===== src/rtl/htrc_pkg.sv =====
// Package for the hysteresis thermostat relay control.
// Holds register indexes, mode codes and reset values; no dependencies.
package htrc_pkg;

    localparam int TEMP_BITS_DEF = 16;
    localparam int HYST_BITS     = 12;
    localparam int WAIT_BITS     = 16;
    localparam int MODE_BITS     = 2;
    localparam int IDX_BITS      = 3;

    typedef logic [IDX_BITS-1:0]  cfg_idx_t;
    typedef logic [MODE_BITS-1:0] mode_t;

    localparam cfg_idx_t REG_MODE   = 3'd0;
    localparam cfg_idx_t REG_TARGET = 3'd1;
    localparam cfg_idx_t REG_HYST   = 3'd2;
    localparam cfg_idx_t REG_WAIT   = 3'd3;

    localparam mode_t MODE_OFF  = 2'd0;
    localparam mode_t MODE_HEAT = 2'd1;
    localparam mode_t MODE_COOL = 2'd2;

    localparam int TARGET_RESET = 320;
    localparam logic [HYST_BITS-1:0] HYST_RESET = 12'd16;
    localparam logic [WAIT_BITS-1:0] WAIT_RESET = 16'd10;
    localparam logic [WAIT_BITS-1:0] COUNT_MAX  = 16'hFFFF;

endpackage


===== src/rtl/hysteresis_thermostat_relay_control.sv =====
// Top level of the hysteresis thermostat relay control.
// Depends on htrc_pkg for codes, widths and reset values.
//
//  channel | handshake            | payload
//  --------+----------------------+-----------------------------------------
//  input   | in_valid / in_ready  | sample_temp
//  result  | out_valid / out_ready| heater_on, cooler_on, pending_count
//  config  | cfg_valid / cfg_ready| cfg_index, cfg_data
//
// One sample per cycle sustained while out_ready is high; a sample passes the input register, then the result register.
// The relay and counter update is combinational between input and result registers.
// A stalled result holds the input register; input is refused only when both are full.
// rst_n clears relays, counter and valid flags and loads the register reset values.
// Config is always ready; a mode write with a new value clears relays and counter.
module hysteresis_thermostat_relay_control
    import htrc_pkg::*;
#(
    parameter int TEMP_BITS = TEMP_BITS_DEF,
    parameter int CFG_BITS  = (TEMP_BITS > WAIT_BITS) ? TEMP_BITS : WAIT_BITS
)
(
    input  logic                        clk,
    input  logic                        rst_n,
    input  logic                        in_valid,
    output logic                        in_ready,
    input  logic signed [TEMP_BITS-1:0] sample_temp,
    output logic                        out_valid,
    input  logic                        out_ready,
    output logic                        heater_on,
    output logic                        cooler_on,
    output logic [WAIT_BITS-1:0]        pending_count,
    input  logic                        cfg_valid,
    output logic                        cfg_ready,
    input  cfg_idx_t                    cfg_index,
    input  logic [CFG_BITS-1:0]         cfg_data
);

    localparam int CW = ((TEMP_BITS > HYST_BITS) ? TEMP_BITS : HYST_BITS) + 2;
    localparam logic [TEMP_BITS-1:0] TARGET_RST = TEMP_BITS'(TARGET_RESET);

    mode_t                 mode_reg;
    logic [TEMP_BITS-1:0]  target_reg;
    logic [HYST_BITS-1:0]  hyst_reg;
    logic [WAIT_BITS-1:0]  wait_reg;

    logic                  heat_relay_reg, heat_relay_next;
    logic                  cool_relay_reg, cool_relay_next;
    logic [WAIT_BITS-1:0]  count_reg, count_next;

    logic                  s1_valid_reg;
    logic [TEMP_BITS-1:0]  sample_reg;

    logic                  out_valid_reg;
    logic                  heater_on_reg, cooler_on_reg;
    logic [WAIT_BITS-1:0]  pending_count_reg;

    logic                  advance;
    logic                  cfg_xfer;
    logic                  mode_clear;

    logic signed [CW-1:0]  samp_w, tgt_w, hyst_w, low_edge, high_edge;
    logic                  below, above;
    logic                  heating, cooling;
    logic                  relay_cur, on_cond, off_cond, qual;
    logic [WAIT_BITS-1:0]  need, count_inc;

    assign advance    = s1_valid_reg && (!out_valid_reg || out_ready);
    assign in_ready   = !s1_valid_reg || advance;
    assign cfg_ready  = 1'b1;
    assign cfg_xfer   = cfg_valid && cfg_ready;
    assign mode_clear = cfg_xfer && (cfg_index == REG_MODE) &&
                        (cfg_data[MODE_BITS-1:0] != mode_reg);

    // widen so the band edges never wrap
    assign samp_w    = {{(CW-TEMP_BITS){sample_reg[TEMP_BITS-1]}}, sample_reg};
    assign tgt_w     = {{(CW-TEMP_BITS){target_reg[TEMP_BITS-1]}}, target_reg};
    assign hyst_w    = {{(CW-HYST_BITS){1'b0}}, hyst_reg};
    assign low_edge  = tgt_w - hyst_w;
    assign high_edge = tgt_w + hyst_w;
    assign below     = samp_w < low_edge;
    assign above     = samp_w > high_edge;

    assign heating   = (mode_reg == MODE_HEAT);
    assign cooling   = (mode_reg == MODE_COOL);
    assign relay_cur = heating ? heat_relay_reg : cool_relay_reg;
    assign on_cond   = heating ? below : above;
    assign off_cond  = heating ? above : below;
    assign qual      = relay_cur ? off_cond : on_cond;
    assign need      = (wait_reg == '0) ? WAIT_BITS'(1) : wait_reg;
    assign count_inc = (count_reg != COUNT_MAX) ? count_reg + WAIT_BITS'(1) : count_reg;

    always_comb
    begin
        heat_relay_next = heat_relay_reg;
        cool_relay_next = cool_relay_reg;
        count_next      = '0;
        if (heating || cooling)
        begin
            if (qual)
            begin
                if (count_inc >= need)
                begin
                    // toggle the active relay and restart the count
                    if (heating)
                    begin
                        heat_relay_next = !heat_relay_reg;
                    end
                    else
                    begin
                        cool_relay_next = !cool_relay_reg;
                    end
                end
                else
                begin
                    count_next = count_inc;
                end
            end
        end
        else
        begin
            heat_relay_next = 1'b0;
            cool_relay_next = 1'b0;
        end
    end

    always_ff @(posedge clk or negedge rst_n)
    begin
        if (!rst_n)
        begin
            mode_reg   <= MODE_OFF;
            target_reg <= TARGET_RST;
            hyst_reg   <= HYST_RESET;
            wait_reg   <= WAIT_RESET;
        end
        else if (cfg_xfer)
        begin
            unique case (cfg_index)
                REG_MODE:   mode_reg   <= cfg_data[MODE_BITS-1:0];
                REG_TARGET: target_reg <= cfg_data[TEMP_BITS-1:0];
                REG_HYST:   hyst_reg   <= cfg_data[HYST_BITS-1:0];
                REG_WAIT:   wait_reg   <= cfg_data[WAIT_BITS-1:0];
                default:    ;
            endcase
        end
    end

    always_ff @(posedge clk or negedge rst_n)
    begin
        if (!rst_n)
        begin
            heat_relay_reg <= 1'b0;
            cool_relay_reg <= 1'b0;
            count_reg      <= '0;
        end
        else if (mode_clear)
        begin
            heat_relay_reg <= 1'b0;
            cool_relay_reg <= 1'b0;
            count_reg      <= '0;
        end
        else if (advance)
        begin
            heat_relay_reg <= heat_relay_next;
            cool_relay_reg <= cool_relay_next;
            count_reg      <= count_next;
        end
    end

    always_ff @(posedge clk or negedge rst_n)
    begin
        if (!rst_n)
        begin
            s1_valid_reg  <= 1'b0;
            out_valid_reg <= 1'b0;
        end
        else
        begin
            if (in_valid && in_ready)
            begin
                s1_valid_reg <= 1'b1;
            end
            else if (advance)
            begin
                s1_valid_reg <= 1'b0;
            end
            if (advance)
            begin
                out_valid_reg <= 1'b1;
            end
            else if (out_ready)
            begin
                out_valid_reg <= 1'b0;
            end
        end
    end

    always_ff @(posedge clk)
    begin
        if (in_valid && in_ready)
        begin
            sample_reg <= sample_temp;
        end
        if (advance)
        begin
            heater_on_reg     <= heat_relay_next;
            cooler_on_reg     <= cool_relay_next;
            pending_count_reg <= count_next;
        end
    end

    assign out_valid     = out_valid_reg;
    assign heater_on     = heater_on_reg;
    assign cooler_on     = cooler_on_reg;
    assign pending_count = pending_count_reg;

endmodule


===== config.mk =====
export PLATFORM = sky130hd
export DESIGN_NAME = hysteresis_thermostat_relay_control
export DESIGN_NICKNAME = d
export VERILOG_FILES = /design/src/rtl/htrc_pkg.sv /design/src/rtl/hysteresis_thermostat_relay_control.sv
export SDC_FILE = /design/constraint.sdc
export NUM_CORES = 1
export LEC_CHECK = 0
export BUFFER_PORTS_ARGS = -buffer_cell sky130_fd_sc_hd__buf_4
export CAP_MARGIN = 20
export CORE_ASPECT_RATIO = 1.2
export CORE_MARGIN = 2
export CORE_UTILIZATION = 45
export DETAILED_ROUTE_END_ITERATION = 8
export PLACE_DENSITY = 0.74
export SETUP_SLACK_MARGIN = 0.15
export SLEW_MARGIN = 10
export SYNTH_ARGS = -nofsm -noshare
export SYNTH_HDL_FRONTEND = slang
export SYNTH_SLANG_ARGS = --single-unit

===== constraint.sdc =====
create_clock -name clk -period 3.8 [get_ports clk]
set_input_delay 0.38 -clock clk [delete_from_list [all_inputs] [get_ports clk]]
set_output_delay 0.38 -clock clk [all_outputs]
set_load 0.02 [all_outputs]

# After elaboration in Yosys (flattened, before gate mapping)
# Cells that the tools add are included.
[word_totals]
regBits = 100
inputBits = 40
word_cells = 73
[classes]
add_sub_neg = 3
order_cmp = 3
n_eq_ne = 7
n_mux = 27
reduce_logical = 20
[op_table]
columns = ["op", "count"]
rows = [
  ["2-to-1 mux 16 bit", 7],
  ["2-to-1 mux 1 bit", 20],
  ["adder 16 x 13 -> 17 bit", 1],
  ["greater-than comparator 16 x 17 -> 1 bit", 1],
  ["less-than comparator 16 x 17 -> 1 bit", 1],
  ["subtractor 16 x 13 -> 17 bit", 1],
  ["adder 16 x 1 -> 16 bit (second input constant)", 1],
  ["greater-or-equal comparator 16 bit", 1],
  ["zero test 16 bit", 1],
  ["!= test 16 bit (second input constant)", 1],
  ["AND reduction 2 bit", 4],
  ["equality test 3 x 2 -> 1 bit (second input constant)", 2],
  ["nonzero test 2 bit", 3],
  ["logical AND 1 bit", 4],
  ["zero test 1 bit", 4],
  ["equality test 3 x 1 -> 1 bit (second input constant)", 1],
  ["zero test 3 bit", 1],
  ["logical OR 1 bit", 3],
  ["equality test 2 x 1 -> 1 bit (second input constant)", 1],
  ["equality test 2 bit (second input constant)", 1],
  ["!= test 2 bit", 1],
]

# Longest topological paths before layout
[logic_depth]
depth_word = 8
depth_mapped = 20

# Least setup slack after synthesis
# Ideal clock, no wire load.
[synth_path]
path_type = "flip-flop to flip-flop"
startpoint = "register target_reg[0]"
endpoint = "register heater_on_reg (netlist: heater_on) (data pin)"
setup_ns = 0.146
t_arrival_ns = 3.825
required_time_ns = 3.654
slack_ns = -0.171
path_stages_with_launch = 20
path_buffers = 0
synth_period_minus_slack_ns = 3.971
cell_sequence = "dfrtp_1 inv_1 ha_1 inv_1 fa_1 a21o_1 a21oi_1 o21bai_1 a31oi_1 o21ai_0 nor3_1 xnor2_1 ha_1 a21oi_1 o21ai_1 or3_1 a21oi_2 o221ai_2 or4_1 a21oi_1"
[synth_between]
elab_chain_cells = 6
[synth_lines]
columns = ["item", "line_no", "source"]
rows = [
  ["from (decl)", "hysteresis_thermostat_relay_control.sv:42", "logic [TEMP_BITS-1:0] target_reg;"],
  ["from (signal assigned)", "hysteresis_thermostat_relay_control.sv:139", "REG_TARGET: target_reg <= cfg_data[TEMP_BITS-1:0];"],
  ["adder 16 x 13 -> 17 bit / subtractor 16 x 13 -> 17 bit (equally long branches)", "hysteresis_thermostat_relay_control.sv:79, hysteresis_thermostat_relay_control.sv:78", ""],
  ["greater-than comparator 16 x 17 -> 1 bit / less-than comparator 16 x 17 -> 1 bit (equally long branches)", "hysteresis_thermostat_relay_control.sv:81, hysteresis_thermostat_relay_control.sv:80", ""],
  ["2-to-1 mux 1 bit, on equally long branches", "hysteresis_thermostat_relay_control.sv:86, hysteresis_thermostat_relay_control.sv:87", ""],
  ["2-to-1 mux 1 bit (*)", "hysteresis_thermostat_relay_control.sv:88", "assign qual = relay_cur ? off_cond : on_cond;"],
  ["2-to-1 mux 1 bit (*)", "hysteresis_thermostat_relay_control.sv:99", "if (qual)"],
  ["2-to-1 mux 1 bit (*)", "hysteresis_thermostat_relay_control.sv:97", "if (heating || cooling)"],
  ["named net heat_relay_next", "hysteresis_thermostat_relay_control.sv:46", "logic heat_relay_reg, heat_relay_next;"],
  ["to (signal assigned)", "hysteresis_thermostat_relay_control.sv:205", "heater_on_reg <= heat_relay_next;"],
  ["to (decl)", "hysteresis_thermostat_relay_control.sv:54", "logic heater_on_reg, cooler_on_reg;"],
]
# Mark *: on every way through the listed nets, which the timed path passes. The rest lies on a longest branch.
# A chain may end at the register's enable or synchronous reset.

# Worst setup path after layout
[layout_path]
startpoint = "register hyst_reg[0]"
endpoint = "register heater_on_reg (netlist: heater_on) (data pin)"
[layout_between]
elab_chain_cells = 6
[layout_lines]
columns = ["item", "line_no", "source"]
rows = [
  ["from (decl)", "hysteresis_thermostat_relay_control.sv:43", "logic [HYST_BITS-1:0] hyst_reg;"],
  ["from (signal assigned)", "hysteresis_thermostat_relay_control.sv:140", "REG_HYST: hyst_reg <= cfg_data[HYST_BITS-1:0];"],
  ["adder 16 x 13 -> 17 bit / subtractor 16 x 13 -> 17 bit (equally long branches)", "hysteresis_thermostat_relay_control.sv:79, hysteresis_thermostat_relay_control.sv:78", ""],
  ["greater-than comparator 16 x 17 -> 1 bit / less-than comparator 16 x 17 -> 1 bit (equally long branches)", "hysteresis_thermostat_relay_control.sv:81, hysteresis_thermostat_relay_control.sv:80", ""],
  ["2-to-1 mux 1 bit, on equally long branches", "hysteresis_thermostat_relay_control.sv:86, hysteresis_thermostat_relay_control.sv:87", ""],
  ["2-to-1 mux 1 bit (*)", "hysteresis_thermostat_relay_control.sv:88", ""],
  ["2-to-1 mux 1 bit (*)", "hysteresis_thermostat_relay_control.sv:99", ""],
  ["2-to-1 mux 1 bit (*)", "hysteresis_thermostat_relay_control.sv:97", ""],
  ["named net heat_relay_next", "hysteresis_thermostat_relay_control.sv:46", ""],
]
# Marked as above.

==> qor.csv <==
metric,value,unit
reg2reg end,heater_on,
cells along the critical path,"buf_4, ha_4, inv_2, fa_2, a21o_1, a21oi_2, o21bai_1, a31oi_1, o21ai_2, nor3_2, xnor2_1, ha_1, a21oi_2, o21ai_1, or3_4, a21oi_4, o221ai_4, or4_4, a21oi_2",
PnR worst setup slack,-411,ps
Sw Share,0.384,
switching pwr,1.82,mW
clock share of power,0.196,
Seq pwr share,0.296,
Worst Path Required,4010,ps
Core Region,14400,um2
Clock Tree Buf Depth,2,
Pins Over Slew Limit,0,
FF-to-FF path depth,19,
most frequent CP cell,a21oi_2,
Worst Hold Class,in2async,
synthesized net count,787,
H-tree depth,3,
min Tclk post-route,4210,ps
Buf/Inv on CP,2,
root buf cell,clkbuf_16,
# Max-Cap Violations,0,
Int Pwr,2.92,mW
critical path endpoint category,flop,
area delta synth->final,24.9,%
Ys Warns,0,
Layout Skew,9.18,ps
layout cells sized above 1,0.290,
initial DRC count,362,
measured slew at the worst slew-check pin,1100,ps
leakage power,3.77,nW
"Largest stage delay, worst path",510,ps
row count,48,
Final HPWL DP,12000,um
post-route core utilization,0.573,
Port Buffer Count,59,
Synth async-reset ratio,0.660,
TritonCTS clock tree,built,
Final Cycle Share,1.11,
Worst path slowest cell,or4_4,
GP Congestion,0.924,
reg2reg start,hyst_reg[0],
power consumption,4.74,mW
Nets,896,
Final Hold Viols,0,
clk_lat worst skew,360,ps
first-pass GRT wire length,26800,um
# diodes,0,
outcome,"complete, but fails checks",
setup tns final,-12530,ps
sequential area share after synthesis,0.405,
vias per cell,5.63,
largest vdd supply drop,0.000286,V
DRT Wirelength,16300,um
Mapped Cells,670,
CP max FO,4,
Routed Antenna Nets,0,
cts bufs inserted,9,
initial antenna violation count,0,
Peak Freq,237,MHz
failing checks,setup timing,
Clock Sinks,100,
Main synth FF type,dfrtp_1,
largest net degree at the start of global routing,67,
global-route usage over all layers,0.219,
Chip Width,115,um
# IOs,61,
critical setup path kind,reg2reg,
CP startpoint kind,flop,
via count,5399,
logic gate share of total power,0.508,
Post-Syn Area,6620,um2
power per cell area,574,nW/um2
WL per Instance,17.0,um
chip height,137,um
setup violators final,36,
synthesized flop and latch total,100,
Yosys cell types,65,
starting density of the core,0.459,
CP arrival,4420,ps
Post-route DRC,0,
Worst-path clk slew,70,ps
RSZ-0062 raised after global routing,true,
Congestion Overflow GR,0,
Mean Syn Cell Area,9.88,um2
vias in the first global route,5721,
Top Family by Delay on Critical Path,compound AO/OA/AOI/OAI gates,
Post-synth EDFFs,34,
die area,15700,um2
reg2reg setup slack,-410,ps
DRT Pass-1 Iters,5,
hold buffers post-CTS,0,
slew margin rel.,0.268,
## metrics by stage
step / area, um2 / setup WS, ps / hold WS, ps / instances
after floorplan: 6660 / 28.0 / 84.4 / 670
after global placement: 7600 / -361 / 463 / 927
after detailed placement: 7600 / -417 / 479 / 927
after CTS: 8080 / -305 / 159 / 953
after global routing: 8270 / -551 / 188 / 959
final: 8270 / -411 / 133 / 959
## how the worst max path moves through the flow
stage                                   to     startpoint  slack (ps)  cells after the start
final                            heater_on    hyst_reg[0]        -410                     19
after global routing      pending_count[9]    hyst_reg[0]        -550                     19
after CTS                        heater_on  target_reg[0]        -300                     20
after detailed placement         heater_on  target_reg[0]        -420                     19
after global placement           cooler_on  target_reg[0]        -360                     20
after floorplan                  heater_on  target_reg[0]          30                     19
## routing by layer
metal | vias to the layer above | track usage | part of all wire
met5 | - | 0 | 0
met3 | 55 | 0.0297 | 0.035
met1 | 2578 | 0.243 | 0.39
met2 | 161 | 0.398 | 0.53
met4 | 0 | 0.124 | 0.046
li1 | 2605 | - | -
## synth_stat cells, drive strengths merged (3+ instances only)
cell | number | area, um2
nand4b | 4 | 35.0
buf | 5 | 26.3
clkbuf | 13 | 48.8
o21bai | 6 | 45.0
and4 | 3 | 28.8
xor2 | 8 | 70.1
nor4b | 3 | 32.5
nor3 | 14 | 81.3
xnor2 | 27 | 236
a31oi | 3 | 18.8
a21oi | 35 | 186
o211ai | 6 | 45.0
nand2 | 55 | 206
dfstp | 5 | 131
inv | 69 | 259
o41ai | 3 | 33.8
nor2b | 6 | 37.5
o21ai | 53 | 265
and2 | 5 | 31.3
nor2 | 37 | 141
a21o | 7 | 52.6
nor4 | 8 | 56.3
nand4 | 9 | 71.3
or3 | 4 | 25.0
ha | 75 | 938
nor4bb | 4 | 40.0
and3 | 5 | 31.3
mux2 | 30 | 338
o31ai | 5 | 37.5
nand2b | 12 | 75.1
nand3b | 6 | 48.8
edfxtp | 34 | 1020
dfrtp | 61 | 1530
a211oi | 8 | 60.1
mux2i | 3 | 30.0
nand3 | 14 | 70.1
## placed cells by master, fill, tap and decap left out, drive strengths merged, types with 5 or more instances in the layout
master    n
buf     116
ha       75
inv      70
dfrtp    61
nand2    55
o21ai    53
nor2     37
a21oi    35
edfxtp   34
mux2     30
xnor2    27
nand3    14
nor3     14
clkbuf   14
nand2b   12
nand4     9
xor2      8
nor4      8
a211oi    8
a21o      7
o21bai    6
nor2b     6
o211ai    6
nand3b    6
and3      5
and2      5
dfstp     5
o31ai     5
## power groups by stage
stage | sequential [mW] | clock [mW] | combinational [mW]
2_1_floorplan | 1.39 | 0 | 1.42
3_3_place_gp | 1.41 | 0 | 2.03
3_5_place_dp | 1.42 | 0 | 2.13
4_1_cts | 1.40 | 0.942 | 2.27
5_1_grt | 1.42 | 1.01 | 2.66
6_report | 1.40 | 0.930 | 2.41
## cell type report
class	count	area (um2)
timing repair buffer	116	910
clock inverter	2	15.0
inverter	69	259
clock buffer	14	285
fill	1182	6150
multi-input combinational	483	3900
sequential	100	2680
tap	175	219
## cell families after synthesis
logic type	Yosys count	share of synthesized area
AND/OR/NAND/NOR	195	0.159
AO/OA/AOI/OAI	142	0.135
buffers and inverters	87	0.0505
other	1	0.000567
adder cells (fa/ha/maj)	77	0.148
flip-flops	100	0.405
multiplexers	33	0.0556
XOR/XNOR	35	0.0463
## timing repair
| item | in CTS | in global routing |
|---|---|---|
| pin swaps | 12 | 14 |
| gates resized for setup | 38 | 24 |
| buffers inserted | 9 | 3 |
| gates cloned | 1 | 0 |
| setup endpoints to repair | 36 | 36 |
No activity file was read; power rests on OpenSTA's default activity.
